### src/rtl/bdb_pkg.sv
package bdb_pkg;

    localparam int CFG_BITS        = 24;
    localparam int CFG_INDEX_BITS  = 2;
    localparam int TIMER_BITS_DEF  = 24;
    localparam int PIN_COUNT_DEF   = 5;
    localparam int REPORT_BITS     = 3;

    localparam logic [CFG_INDEX_BITS-1:0] REG_SAMPLE       = 2'd0;
    localparam logic [CFG_INDEX_BITS-1:0] REG_DEBOUNCE     = 2'd1;
    localparam logic [CFG_INDEX_BITS-1:0] REG_PRESS_TONE   = 2'd2;
    localparam logic [CFG_INDEX_BITS-1:0] REG_RELEASE_TONE = 2'd3;

    localparam logic [CFG_BITS-1:0] SAMPLE_RESET       = 24'd10;
    localparam logic [CFG_BITS-1:0] DEBOUNCE_RESET     = 24'd100;
    localparam logic [CFG_BITS-1:0] PRESS_TONE_RESET   = 24'd2000;
    localparam logic [CFG_BITS-1:0] RELEASE_TONE_RESET = 24'd5000;

    localparam logic [4:0] PAT_SELECT = 5'h0F;
    localparam logic [4:0] PAT_RIGHT  = 5'h17;
    localparam logic [4:0] PAT_LEFT   = 5'h1B;
    localparam logic [4:0] PAT_DOWN   = 5'h1D;
    localparam logic [4:0] PAT_UP     = 5'h1E;

    localparam logic [REPORT_BITS-1:0] CODE_NONE   = 3'd0;
    localparam logic [REPORT_BITS-1:0] CODE_SELECT = 3'd1;
    localparam logic [REPORT_BITS-1:0] CODE_RIGHT  = 3'd2;
    localparam logic [REPORT_BITS-1:0] CODE_LEFT   = 3'd3;
    localparam logic [REPORT_BITS-1:0] CODE_DOWN   = 3'd4;
    localparam logic [REPORT_BITS-1:0] CODE_UP     = 3'd5;

    typedef struct packed {
        logic                   tone;
        logic [REPORT_BITS-1:0] button_report;
    } result_t;

    function automatic logic [REPORT_BITS-1:0] pattern_code(input logic [4:0] p);
        logic [REPORT_BITS-1:0] code;
        unique case (p)
            PAT_SELECT: code = CODE_SELECT;
            PAT_RIGHT:  code = CODE_RIGHT;
            PAT_LEFT:   code = CODE_LEFT;
            PAT_DOWN:   code = CODE_DOWN;
            PAT_UP:     code = CODE_UP;
            default:    code = CODE_NONE;
        endcase
        return code;
    endfunction

endpackage

### src/rtl/button_debounce_beep_fsm_core.sv
// Button debounce and beep controller. Each accepted request is one timer tick carrying the
// five active-low button pins; the pins are resampled every sample_period ticks and a
// four-phase machine (idle, debounce, pushed, released) confirms a press, sounds the tone
// for the press and release periods and, on the tick the release tone ends, reports a
// single-button pattern as a code (1 select .. 5 up, 0 otherwise). Every request gives
// exactly one result. A request is taken every clock cycle: the whole tick update is one
// pass of logic into the state registers, and its result lands in a two-entry output
// buffer, which registers it; input stalls only when both buffer entries are waiting.
// Registers are written through cfg_wr_en, cfg_index and cfg_data and should only change
// while the block is idle.
module button_debounce_beep_fsm_core
    import bdb_pkg::*;
#(
    parameter int TIMER_BITS = TIMER_BITS_DEF,
    parameter int PIN_COUNT  = PIN_COUNT_DEF
)
(
    input  logic                      clk,
    input  logic                      rst_n,
    input  logic                      cfg_wr_en,
    input  logic [CFG_INDEX_BITS-1:0] cfg_index,
    input  logic [CFG_BITS-1:0]       cfg_data,
    input  logic                      in_valid,
    output logic                      in_ready,
    input  logic [PIN_COUNT-1:0]      pins,
    output logic                      out_valid,
    input  logic                      out_ready,
    output logic                      tone,
    output logic [REPORT_BITS-1:0]    button_report
);

    typedef enum logic [1:0] {
        PH_IDLE,
        PH_DEBOUNCE,
        PH_PUSHED,
        PH_RELEASED
    } phase_t;

    localparam logic [PIN_COUNT-1:0] ALL_RELEASED = {PIN_COUNT{1'b1}};

    function automatic logic [TIMER_BITS-1:0] fit(input logic [CFG_BITS-1:0] v);
        logic [TIMER_BITS+CFG_BITS-1:0] wide;
        wide = {{TIMER_BITS{1'b0}}, v};
        return wide[TIMER_BITS-1:0];
    endfunction

    logic [CFG_BITS-1:0]   sample_period_reg;
    logic [CFG_BITS-1:0]   debounce_period_reg;
    logic [CFG_BITS-1:0]   press_tone_period_reg;
    logic [CFG_BITS-1:0]   release_tone_period_reg;

    phase_t                phase_reg,            phase_next;
    logic [TIMER_BITS-1:0] sample_countdown_reg, sample_countdown_next;
    logic [PIN_COUNT-1:0]  held_pins_reg,        held_pins_next;
    logic [TIMER_BITS-1:0] phase_countdown_reg,  phase_countdown_next;
    logic [PIN_COUNT-1:0]  latched_pattern_reg,  latched_pattern_next;
    logic                  tone_on_reg,          tone_on_next;

    logic [TIMER_BITS-1:0] phase_dec;
    logic                  expired;
    logic                  accept;
    result_t               result;
    result_t               out_data;

    assign accept = in_valid && in_ready;

    always_ff @(posedge clk or negedge rst_n)
    begin
        if (!rst_n)
        begin
            sample_period_reg       <= SAMPLE_RESET;
            debounce_period_reg     <= DEBOUNCE_RESET;
            press_tone_period_reg   <= PRESS_TONE_RESET;
            release_tone_period_reg <= RELEASE_TONE_RESET;
        end
        else if (cfg_wr_en)
        begin
            unique case (cfg_index)
                REG_SAMPLE:       sample_period_reg       <= cfg_data;
                REG_DEBOUNCE:     debounce_period_reg     <= cfg_data;
                REG_PRESS_TONE:   press_tone_period_reg   <= cfg_data;
                REG_RELEASE_TONE: release_tone_period_reg <= cfg_data;
            endcase
        end
    end

    always_comb
    begin
        sample_countdown_next = sample_countdown_reg;
        held_pins_next        = held_pins_reg;
        phase_next            = phase_reg;
        phase_countdown_next  = phase_countdown_reg;
        latched_pattern_next  = latched_pattern_reg;
        tone_on_next          = tone_on_reg;
        result.button_report  = CODE_NONE;

        if (sample_countdown_reg == '0)
        begin
            held_pins_next = pins;
            if (sample_period_reg == '0)
            begin
                sample_countdown_next = '0;
            end
            else
            begin
                sample_countdown_next = fit(sample_period_reg - CFG_BITS'(1));
            end
        end
        else
        begin
            sample_countdown_next = sample_countdown_reg - TIMER_BITS'(1);
        end

        phase_dec = (phase_countdown_reg == '0) ? '0 : phase_countdown_reg - TIMER_BITS'(1);
        expired   = (phase_dec == '0);

        unique case (phase_reg)
            PH_IDLE:
            begin
                if (held_pins_next != ALL_RELEASED)
                begin
                    phase_next           = PH_DEBOUNCE;
                    phase_countdown_next = fit(debounce_period_reg);
                end
            end
            PH_DEBOUNCE:
            begin
                phase_countdown_next = phase_dec;
                if (expired)
                begin
                    if (held_pins_next != ALL_RELEASED)
                    begin
                        phase_next           = PH_PUSHED;
                        phase_countdown_next = fit(press_tone_period_reg);
                        tone_on_next         = 1'b1;
                        latched_pattern_next = held_pins_next;
                    end
                    else
                    begin
                        phase_next = PH_IDLE;
                    end
                end
            end
            PH_PUSHED:
            begin
                phase_countdown_next = phase_dec;
                if (expired)
                begin
                    tone_on_next = 1'b0;
                    if (held_pins_next == ALL_RELEASED)
                    begin
                        phase_next           = PH_RELEASED;
                        phase_countdown_next = fit(release_tone_period_reg);
                        tone_on_next         = 1'b1;
                    end
                end
            end
            PH_RELEASED:
            begin
                phase_countdown_next = phase_dec;
                if (expired)
                begin
                    tone_on_next         = 1'b0;
                    phase_next           = PH_IDLE;
                    result.button_report = pattern_code(5'(latched_pattern_reg));
                end
            end
        endcase

        result.tone = tone_on_next;
    end

    always_ff @(posedge clk or negedge rst_n)
    begin
        if (!rst_n)
        begin
            phase_reg            <= PH_IDLE;
            sample_countdown_reg <= '0;
            held_pins_reg        <= ALL_RELEASED;
            phase_countdown_reg  <= '0;
            latched_pattern_reg  <= ALL_RELEASED;
            tone_on_reg          <= 1'b0;
        end
        else if (accept)
        begin
            phase_reg            <= phase_next;
            sample_countdown_reg <= sample_countdown_next;
            held_pins_reg        <= held_pins_next;
            phase_countdown_reg  <= phase_countdown_next;
            latched_pattern_reg  <= latched_pattern_next;
            tone_on_reg          <= tone_on_next;
        end
    end

    bdb_skid u_skid (
        .clk        (clk),
        .rst_n      (rst_n),
        .push_valid (in_valid),
        .push_ready (in_ready),
        .push_data  (result),
        .out_valid  (out_valid),
        .out_ready  (out_ready),
        .out_data   (out_data)
    );

    assign tone          = out_data.tone;
    assign button_report = out_data.button_report;

endmodule

### src/rtl/bdb_skid.sv
module bdb_skid
    import bdb_pkg::*;
(
    input  logic    clk,
    input  logic    rst_n,
    input  logic    push_valid,
    output logic    push_ready,
    input  result_t push_data,
    output logic    out_valid,
    input  logic    out_ready,
    output result_t out_data
);

    logic    head_valid_reg;
    logic    spare_valid_reg;
    result_t head_reg;
    result_t spare_reg;
    logic    push;
    logic    pop;

    assign push_ready = !spare_valid_reg;
    assign push       = push_valid && push_ready;
    assign pop        = head_valid_reg && out_ready;
    assign out_valid  = head_valid_reg;
    assign out_data   = head_reg;

    always_ff @(posedge clk or negedge rst_n)
    begin
        if (!rst_n)
        begin
            head_valid_reg  <= 1'b0;
            spare_valid_reg <= 1'b0;
        end
        else if (pop)
        begin
            if (spare_valid_reg)
            begin
                head_reg        <= spare_reg;
                spare_valid_reg <= 1'b0;
            end
            else if (push)
            begin
                head_reg <= push_data;
            end
            else
            begin
                head_valid_reg <= 1'b0;
            end
        end
        else if (push)
        begin
            if (head_valid_reg)
            begin
                spare_reg       <= push_data;
                spare_valid_reg <= 1'b1;
            end
            else
            begin
                head_reg       <= push_data;
                head_valid_reg <= 1'b1;
            end
        end
    end

endmodule
### config.mk
export PLATFORM = sky130hd
export DESIGN_NAME = button_debounce_beep_fsm_core
export DESIGN_NICKNAME = d
export VERILOG_FILES = /design/src/rtl/bdb_pkg.sv /design/src/rtl/button_debounce_beep_fsm_core.sv /design/src/rtl/bdb_skid.sv
export SDC_FILE = /design/constraint.sdc
export NUM_CORES = 1
export LEC_CHECK = 0
export BUFFER_PORTS_ARGS = -buffer_cell sky130_fd_sc_hd__buf_2
export CORE_AREA = 2 2 190 210
export DETAILED_ROUTE_END_ITERATION = 8
export DIE_AREA = 0 0 192 212
export SLEW_MARGIN = 5
export SYNTH_ARGS = -nofsm -noshare
export SYNTH_HDL_FRONTEND = slang
export SYNTH_HIERARCHICAL = 1
export SYNTH_SLANG_ARGS = --single-unit
### constraint.sdc
create_clock -name clk -period 4.55 [get_ports clk]
set_input_delay 0.91 -clock clk [delete_from_list [all_inputs] [get_ports clk]]
set_output_delay 0.91 -clock clk [all_outputs]
set_load 0.005 [all_outputs]
Word level (Yosys, flattened, before mapping)
Index checks and enable logic that the tools add are counted.

Register bits: 167. Input port bits: 36. Logic and storage cells: 102.

$add $sub $neg: 3. Reductions and logical operators: 23. Equality and inequality tests: 21. Multiplexer cells: 38. Bitwise logic cells: 1.

Operator list (number): $mux 24 (8); $logic_not 24->1 (4); $pmux 24 s4 (1); $sub 24x1->24 const B (3); $eq 5x5->1 const B (5); $mux 4 (5); $ne 2x2->1 const B (8); $pmux 3 s5 (1); $mux 1 (12); $mux 2 (6); $reduce_and 2->1 (6); $reduce_and 4->1 (3); $eq 2x2->1 const B (4); $pmux 2 s4 (1); $mux 3 (2); $reduce_and 6->1 (1); $reduce_bool 2->1 (3); $eq 5x4->1 const B (1); $mux 5 (1); $ne 5x5->1 const B (1); $eq 2x1->1 const B (2); $logic_not 2->1 (2); $pmux 1 s3 (1); $reduce_and 3->1 (1); other kinds (3) (4).

Depth between registers and ports, before layout
Depth in word-level cells: 9. Mapped depth: 12.

By module
Netlist, hierarchy kept.

By module, submodules not included: button_debounce_beep_fsm_core (area each 8705.8 µm², seq. area each 3961.3 µm², instances 1, cells each 860); bdb_skid (area each 427.9 µm², seq. area each 290.3 µm², instances 1, cells each 27).

Worst setup path after synthesis
No wires, ideal clock.

Kind: register to register. Start: register sample_countdown_reg[0]. End: register phase_countdown_reg[16]. Period minus slack after synthesis: 3266 ps. Setup slack: 1284 ps. Setup time: 136 ps. Data arrival time: 3130 ps. Required time: 4414 ps. Cell stages (with the launch flop): 13. Path through: dfrtp_1 inv_1 ha_1 or4b_1 nor3_4 and3_1 buf_2 mux2_2 a21oi_1 clkbuf_1 o21ai_0 a221oi_1 o21ai_0.

Word-level cells in the longest chain between the ends: 6. Elaborated cells between the ends (all ways): 11. Those cells by class: eq/ne: 3; mux: 6; reduce/logical: 2.

RTL lines: start, declared (RTL line button_debounce_beep_fsm_core.sv:53) `logic [TIMER_BITS-1:0] sample_countdown_reg, sample_countdown_next;`; start signal, assigned (RTL line button_debounce_beep_fsm_core.sv:187) `sample_countdown_reg <= sample_countdown_next;`; $logic_not 24->1 (*) (RTL line button_debounce_beep_fsm_core.sv:97) `if (sample_countdown_reg == '0)`; $mux 5 (*) (RTL line button_debounce_beep_fsm_core.sv:97); $eq 5x5->1 / $ne 5x5->1 (equally long branches) (RTL line button_debounce_beep_fsm_core.sv:150, button_debounce_beep_fsm_core.sv:120, button_debounce_beep_fsm_core.sv:131); $mux 24 (on tied branches) (RTL line button_debounce_beep_fsm_core.sv:150, button_debounce_beep_fsm_core.sv:131); $mux 24 (on tied branches) (RTL line button_debounce_beep_fsm_core.sv:147, button_debounce_beep_fsm_core.sv:129); $pmux 24 s4 (RTL line button_debounce_beep_fsm_core.sv:117) `unique case (phase_reg)`; end signal, assigned (RTL line button_debounce_beep_fsm_core.sv:189) `phase_countdown_reg <= phase_countdown_next;`; end, declared (RTL line button_debounce_beep_fsm_core.sv:55) `logic [TIMER_BITS-1:0] phase_countdown_reg, phase_countdown_next;`.

Every way passes the cells marked *; elsewhere a longest branch is shown, timed or not. A chain may end at the register's enable or synchronous reset.

Worst setup path in the final report
Start: register phase_countdown_reg[0]. End: register phase_countdown_reg[13].

Word-level cells in the longest chain between the ends: 5. Elaborated cells between the ends (all ways): 9. Those cells by class: add/sub: 1; mux: 6; reduce/logical: 2.

RTL lines: $sub 24x1->24 / $logic_not 24->1 (equally long branches) (RTL line button_debounce_beep_fsm_core.sv:114) `phase_dec = (phase_countdown_reg == '0) ? '0 : phase_countdown_reg - TIMER_BITS'(1);`; $mux 24 (*) (RTL line button_debounce_beep_fsm_core.sv:114); $logic_not 24->1, or another cell as far along (RTL line button_debounce_beep_fsm_core.sv:115) `expired = (phase_dec == '0);`; $mux 24 (on tied branches) (RTL line button_debounce_beep_fsm_core.sv:147, button_debounce_beep_fsm_core.sv:129); $pmux 24 s4 (*) (RTL line button_debounce_beep_fsm_core.sv:117).

Marks and branches as above.

==> metrics.csv <==
stage,metric,value,unit
synth,Post-Syn Area per Cell,10.3,µm²
clock_network,clock latency on the worst-skew pair,0.44,ns
pwr,Pleak,4.22,nW
clock_network,CTS tree,done,
grt,GR Overflow Total,0,
sta,Worst Tran Pin Value,1.21,ns
critical_path,Worst setup SP type,flip-flop,
finish,Finished Layout Cells,1449,
drt,via count,7380,
sta,Max Slew Vio Count,0,
die,total core area,38800,µm²
grt,total track usage,13.1,%
die,die area,40700,µm²
die,IO Pins,42,
finish,share of post-route cells with drive strength above 1,26.5,%
critical_path,critical path type,flip-flop to flip-flop,
synth,cell taking the most area after synthesis,dfrtp_1,
hold_path,HP Class,input pin to async pin,
drt,drc violations,0,
grt,first-pass GRT wire length,41.3,mm
sta,fin crit period,3.81,ns
critical_path,crit end category,flip-flop,
synth,synth warn,6,
place,DP Cell Count,1414,
drt,drt wl/cell,17.9,µm
grt,maximum number of pins on one net before global-route repair,111,
sta,Slew headroom,18.9,%
finish,area growth from synthesis to layout,16.0,%
clock_network,clock buffer count from CTS,17,
finish,Multi-input gate area,4630,µm²
synth,Synth top area share,36.4,%
clock_network,clk buf depth,2,
synth,synth top area cells,"dfrtp_1 36%, mux2_2 12%, dfstp_2 7.5%",
synth,Cell variety after synth,80,
clock_network,CTS sink cnt,167,
critical_path,Worst EP required,4.90,ns
clock_network,H-tree Lvls,4,
drt,Iteration-0 DRC Markers,476,
critical_path,CP max FO,13,
clock_network,post-CTS setup buffers,0,
die,Rows,76,
finish,layout net count,967,
sta,Clock Skews,0.00783,ns
finish,Reg area,4250,µm²
synth,mapped cell area,9130,µm²
drt,WL final,25.9,mm
clock_network,hold_buf cts,0,
grt,vias in the first global route,7280,
place,Setup WS pre-CTS,0.833,ns
die,Initial Util,23.5,%
synth,"Seq/Total Area, Yosys",46.5,%
place,routability congestion estimate from global placement,0.903,
sta,setup repair after global routing missed its margin,false,
synth,"Net Count, Synth",928,
synth,register bit count reported by yosys,167,
sta,final setup margin,0.739,ns
synth,ys async rst share,95.2,%
place,Post-DP HPWL,18.4,mm
grt,initial antenna violation count,6,
finish,FILL cells,4051,
clock_network,Clock transition at path regs,0.07,ns
synth,Post-synth EDFFs,8,
synth,Post-Syn Instances,887,
die,die height,212,µm
sta,final setup violating endpoints,0,
pwr,Tot Pwr,3.59,mW
sta,highest clock rate,262,MHz
drt,Pre-antenna DRT Iters,7,
clock_network,CTS root buffer,clkbuf_16,
drt,vias per inst,5.09,
outcome,status,finished clean,
pwr,Worst IR Drop VDD,0.000174,V
job,MaxCap Viol Count,0,
critical_path,"Arr. time, crit path",4.17,ns
synth,"Primary FF master, synth",dfrtp_1,
drt,Final ANT Viol Nets,0,
sta,setup TNS,0,ns
place,port bufs,41,
die,die width,192,µm
sta,Final Hold Fails,0,
pwr,Pwr Density,339,nW/µm²
sta,post-route clock period utilization,83.8,%
clock_network,CTS resizes,0,
[report_power, final]
group | leakage, nW | internal, mW | total, mW | switching [mW]
logic | 1.93 | 0.176 | 0.323 | 0.147
clock network | 0.291 | 0.794 | 1.46 | 0.669
registers | 1.99 | 1.68 | 1.80 | 0.126
[kinds of logic after synthesis]
family                     synth area share [%]
buffers and inverters                      2.85
DFF                                        46.5
adders and majority gates                 0.685
AOI/OAI and AO/OA                          14.5
xor gates and xnor gates                   3.55
muxes                                      13.4
and+or+nand+nor                            18.5
[layout make-up]
type	instances	area share [%]
inverters	19	0.673
diodes	3	0.0709
flip-flops and latches	167	40.1
repair buffers	64	3.74
clock inverters	14	1.51
multi-input cells	657	43.7
well taps	507	5.99
clock buffers	18	4.15
[worst max-delay path, stage by stage (launching register included)]
cell	delay (ns)
dfrtp_1	0.45
inv_1	0.13
ha_1	0.25
nor3b_2	0.44
nand3_2	0.26
nor4_1	0.29
xor2_1	0.23
o41a_4	0.59
nor3_4	0.56
buf_4	0.24
a32oi_1	0.09
o21ai_0	0.20
[cell usage after synthesis (4+ instances only)]
library cell / instances
dfstp_2: 26
a21oi_1: 38
mux2_2: 101
o21a_1: 7
clkbuf_1: 30
nand4_1: 11
o31ai_1: 11
and3_1: 10
nor4_1: 19
a22oi_1: 6
and2_1: 4
a31oi_1: 9
nand3b_1: 5
o22ai_1: 6
o41ai_1: 6
xnor2_1: 10
inv_1: 18
dfrtp_1: 133
nand2b_1: 10
or2_2: 6
nand3_1: 25
or3_1: 17
xor2_1: 27
mux2i_1: 4
ha_1: 5
nor4b_1: 5
buf_2: 10
nor3b_1: 7
o21ai_0: 61
nand2_1: 72
mux2_1: 4
nor3_1: 27
a32oi_1: 5
or4_1: 13
nor2_1: 55
o2111ai_1: 5
edfxtp_1: 8
[per-stage QoR]
stage / util (%) / hold WS (ns) / instance area, µm²
2_1_floorplan: - / 0.455 / 9130
6_report: 27.3 / 0.400 / 10600
5_1_grt: 27.3 / 0.439 / 10600
3_5_place_dp: 25.7 / 0.494 / 9980
4_1_cts: 27.3 / 0.413 / 10600
3_3_place_gp: 25.7 / 0.485 / 9980
[worst paths after layout]
path / startpoint / to / slack (ns) / cells after the start
min in group clk: sample_countdown_reg[15] / sample_countdown_reg[15] / 0.50 / 2
hold / removal: rst_n / debounce_period_reg[22] / 0.40 / 1
hold reg to reg: sample_countdown_reg[15] / sample_countdown_reg[15] / 0.50 / 2
max in group asynchronous: rst_n / sample_countdown_reg[16] / 3.14 / 2
setup reg to reg: phase_countdown_reg[0] / phase_countdown_reg[13] / 0.74 / 11
setup / recovery: phase_countdown_reg[0] / phase_countdown_reg[13] / 0.74 / 11
[routing by layer]
| metal | vias to the layer above | GRT usage, % | wire length [µm] | share of wire [%] |
|---|---|---|---|---|
| met5 | - | 0 | 34 | 0.13 |
| met4 | 6 | 6.82 | 1060 | 4.1 |
| met3 | 61 | 2.92 | 1370 | 5.3 |
| met2 | 225 | 20.5 | 11700 | 45 |
| met1 | 3678 | 16.9 | 11700 | 45 |
| li1 | 3410 | - | - | - |
[cell usage in the layout (no fill, tap or decap), types with 18 or more instances in the layout]
| cell | synthesis | layout |
|---|---|---|
| nor2_1 | 55 | 55 |
| a21oi_1 | 38 | 37 |
| buf_2 | 10 | 40 |
| inv_1 | 18 | 18 |
| xor2_1 | 27 | 27 |
| buf_4 | 1 | 22 |
| mux2_2 | 101 | 101 |
| dfrtp_1 | 133 | 133 |
| nand2_1 | 72 | 72 |
| nor4_1 | 19 | 19 |
| nand3_1 | 25 | 25 |
| o21ai_0 | 61 | 61 |
| dfstp_2 | 26 | 26 |
| nor3_1 | 27 | 27 |
Power figures use the tool's default switching activity.
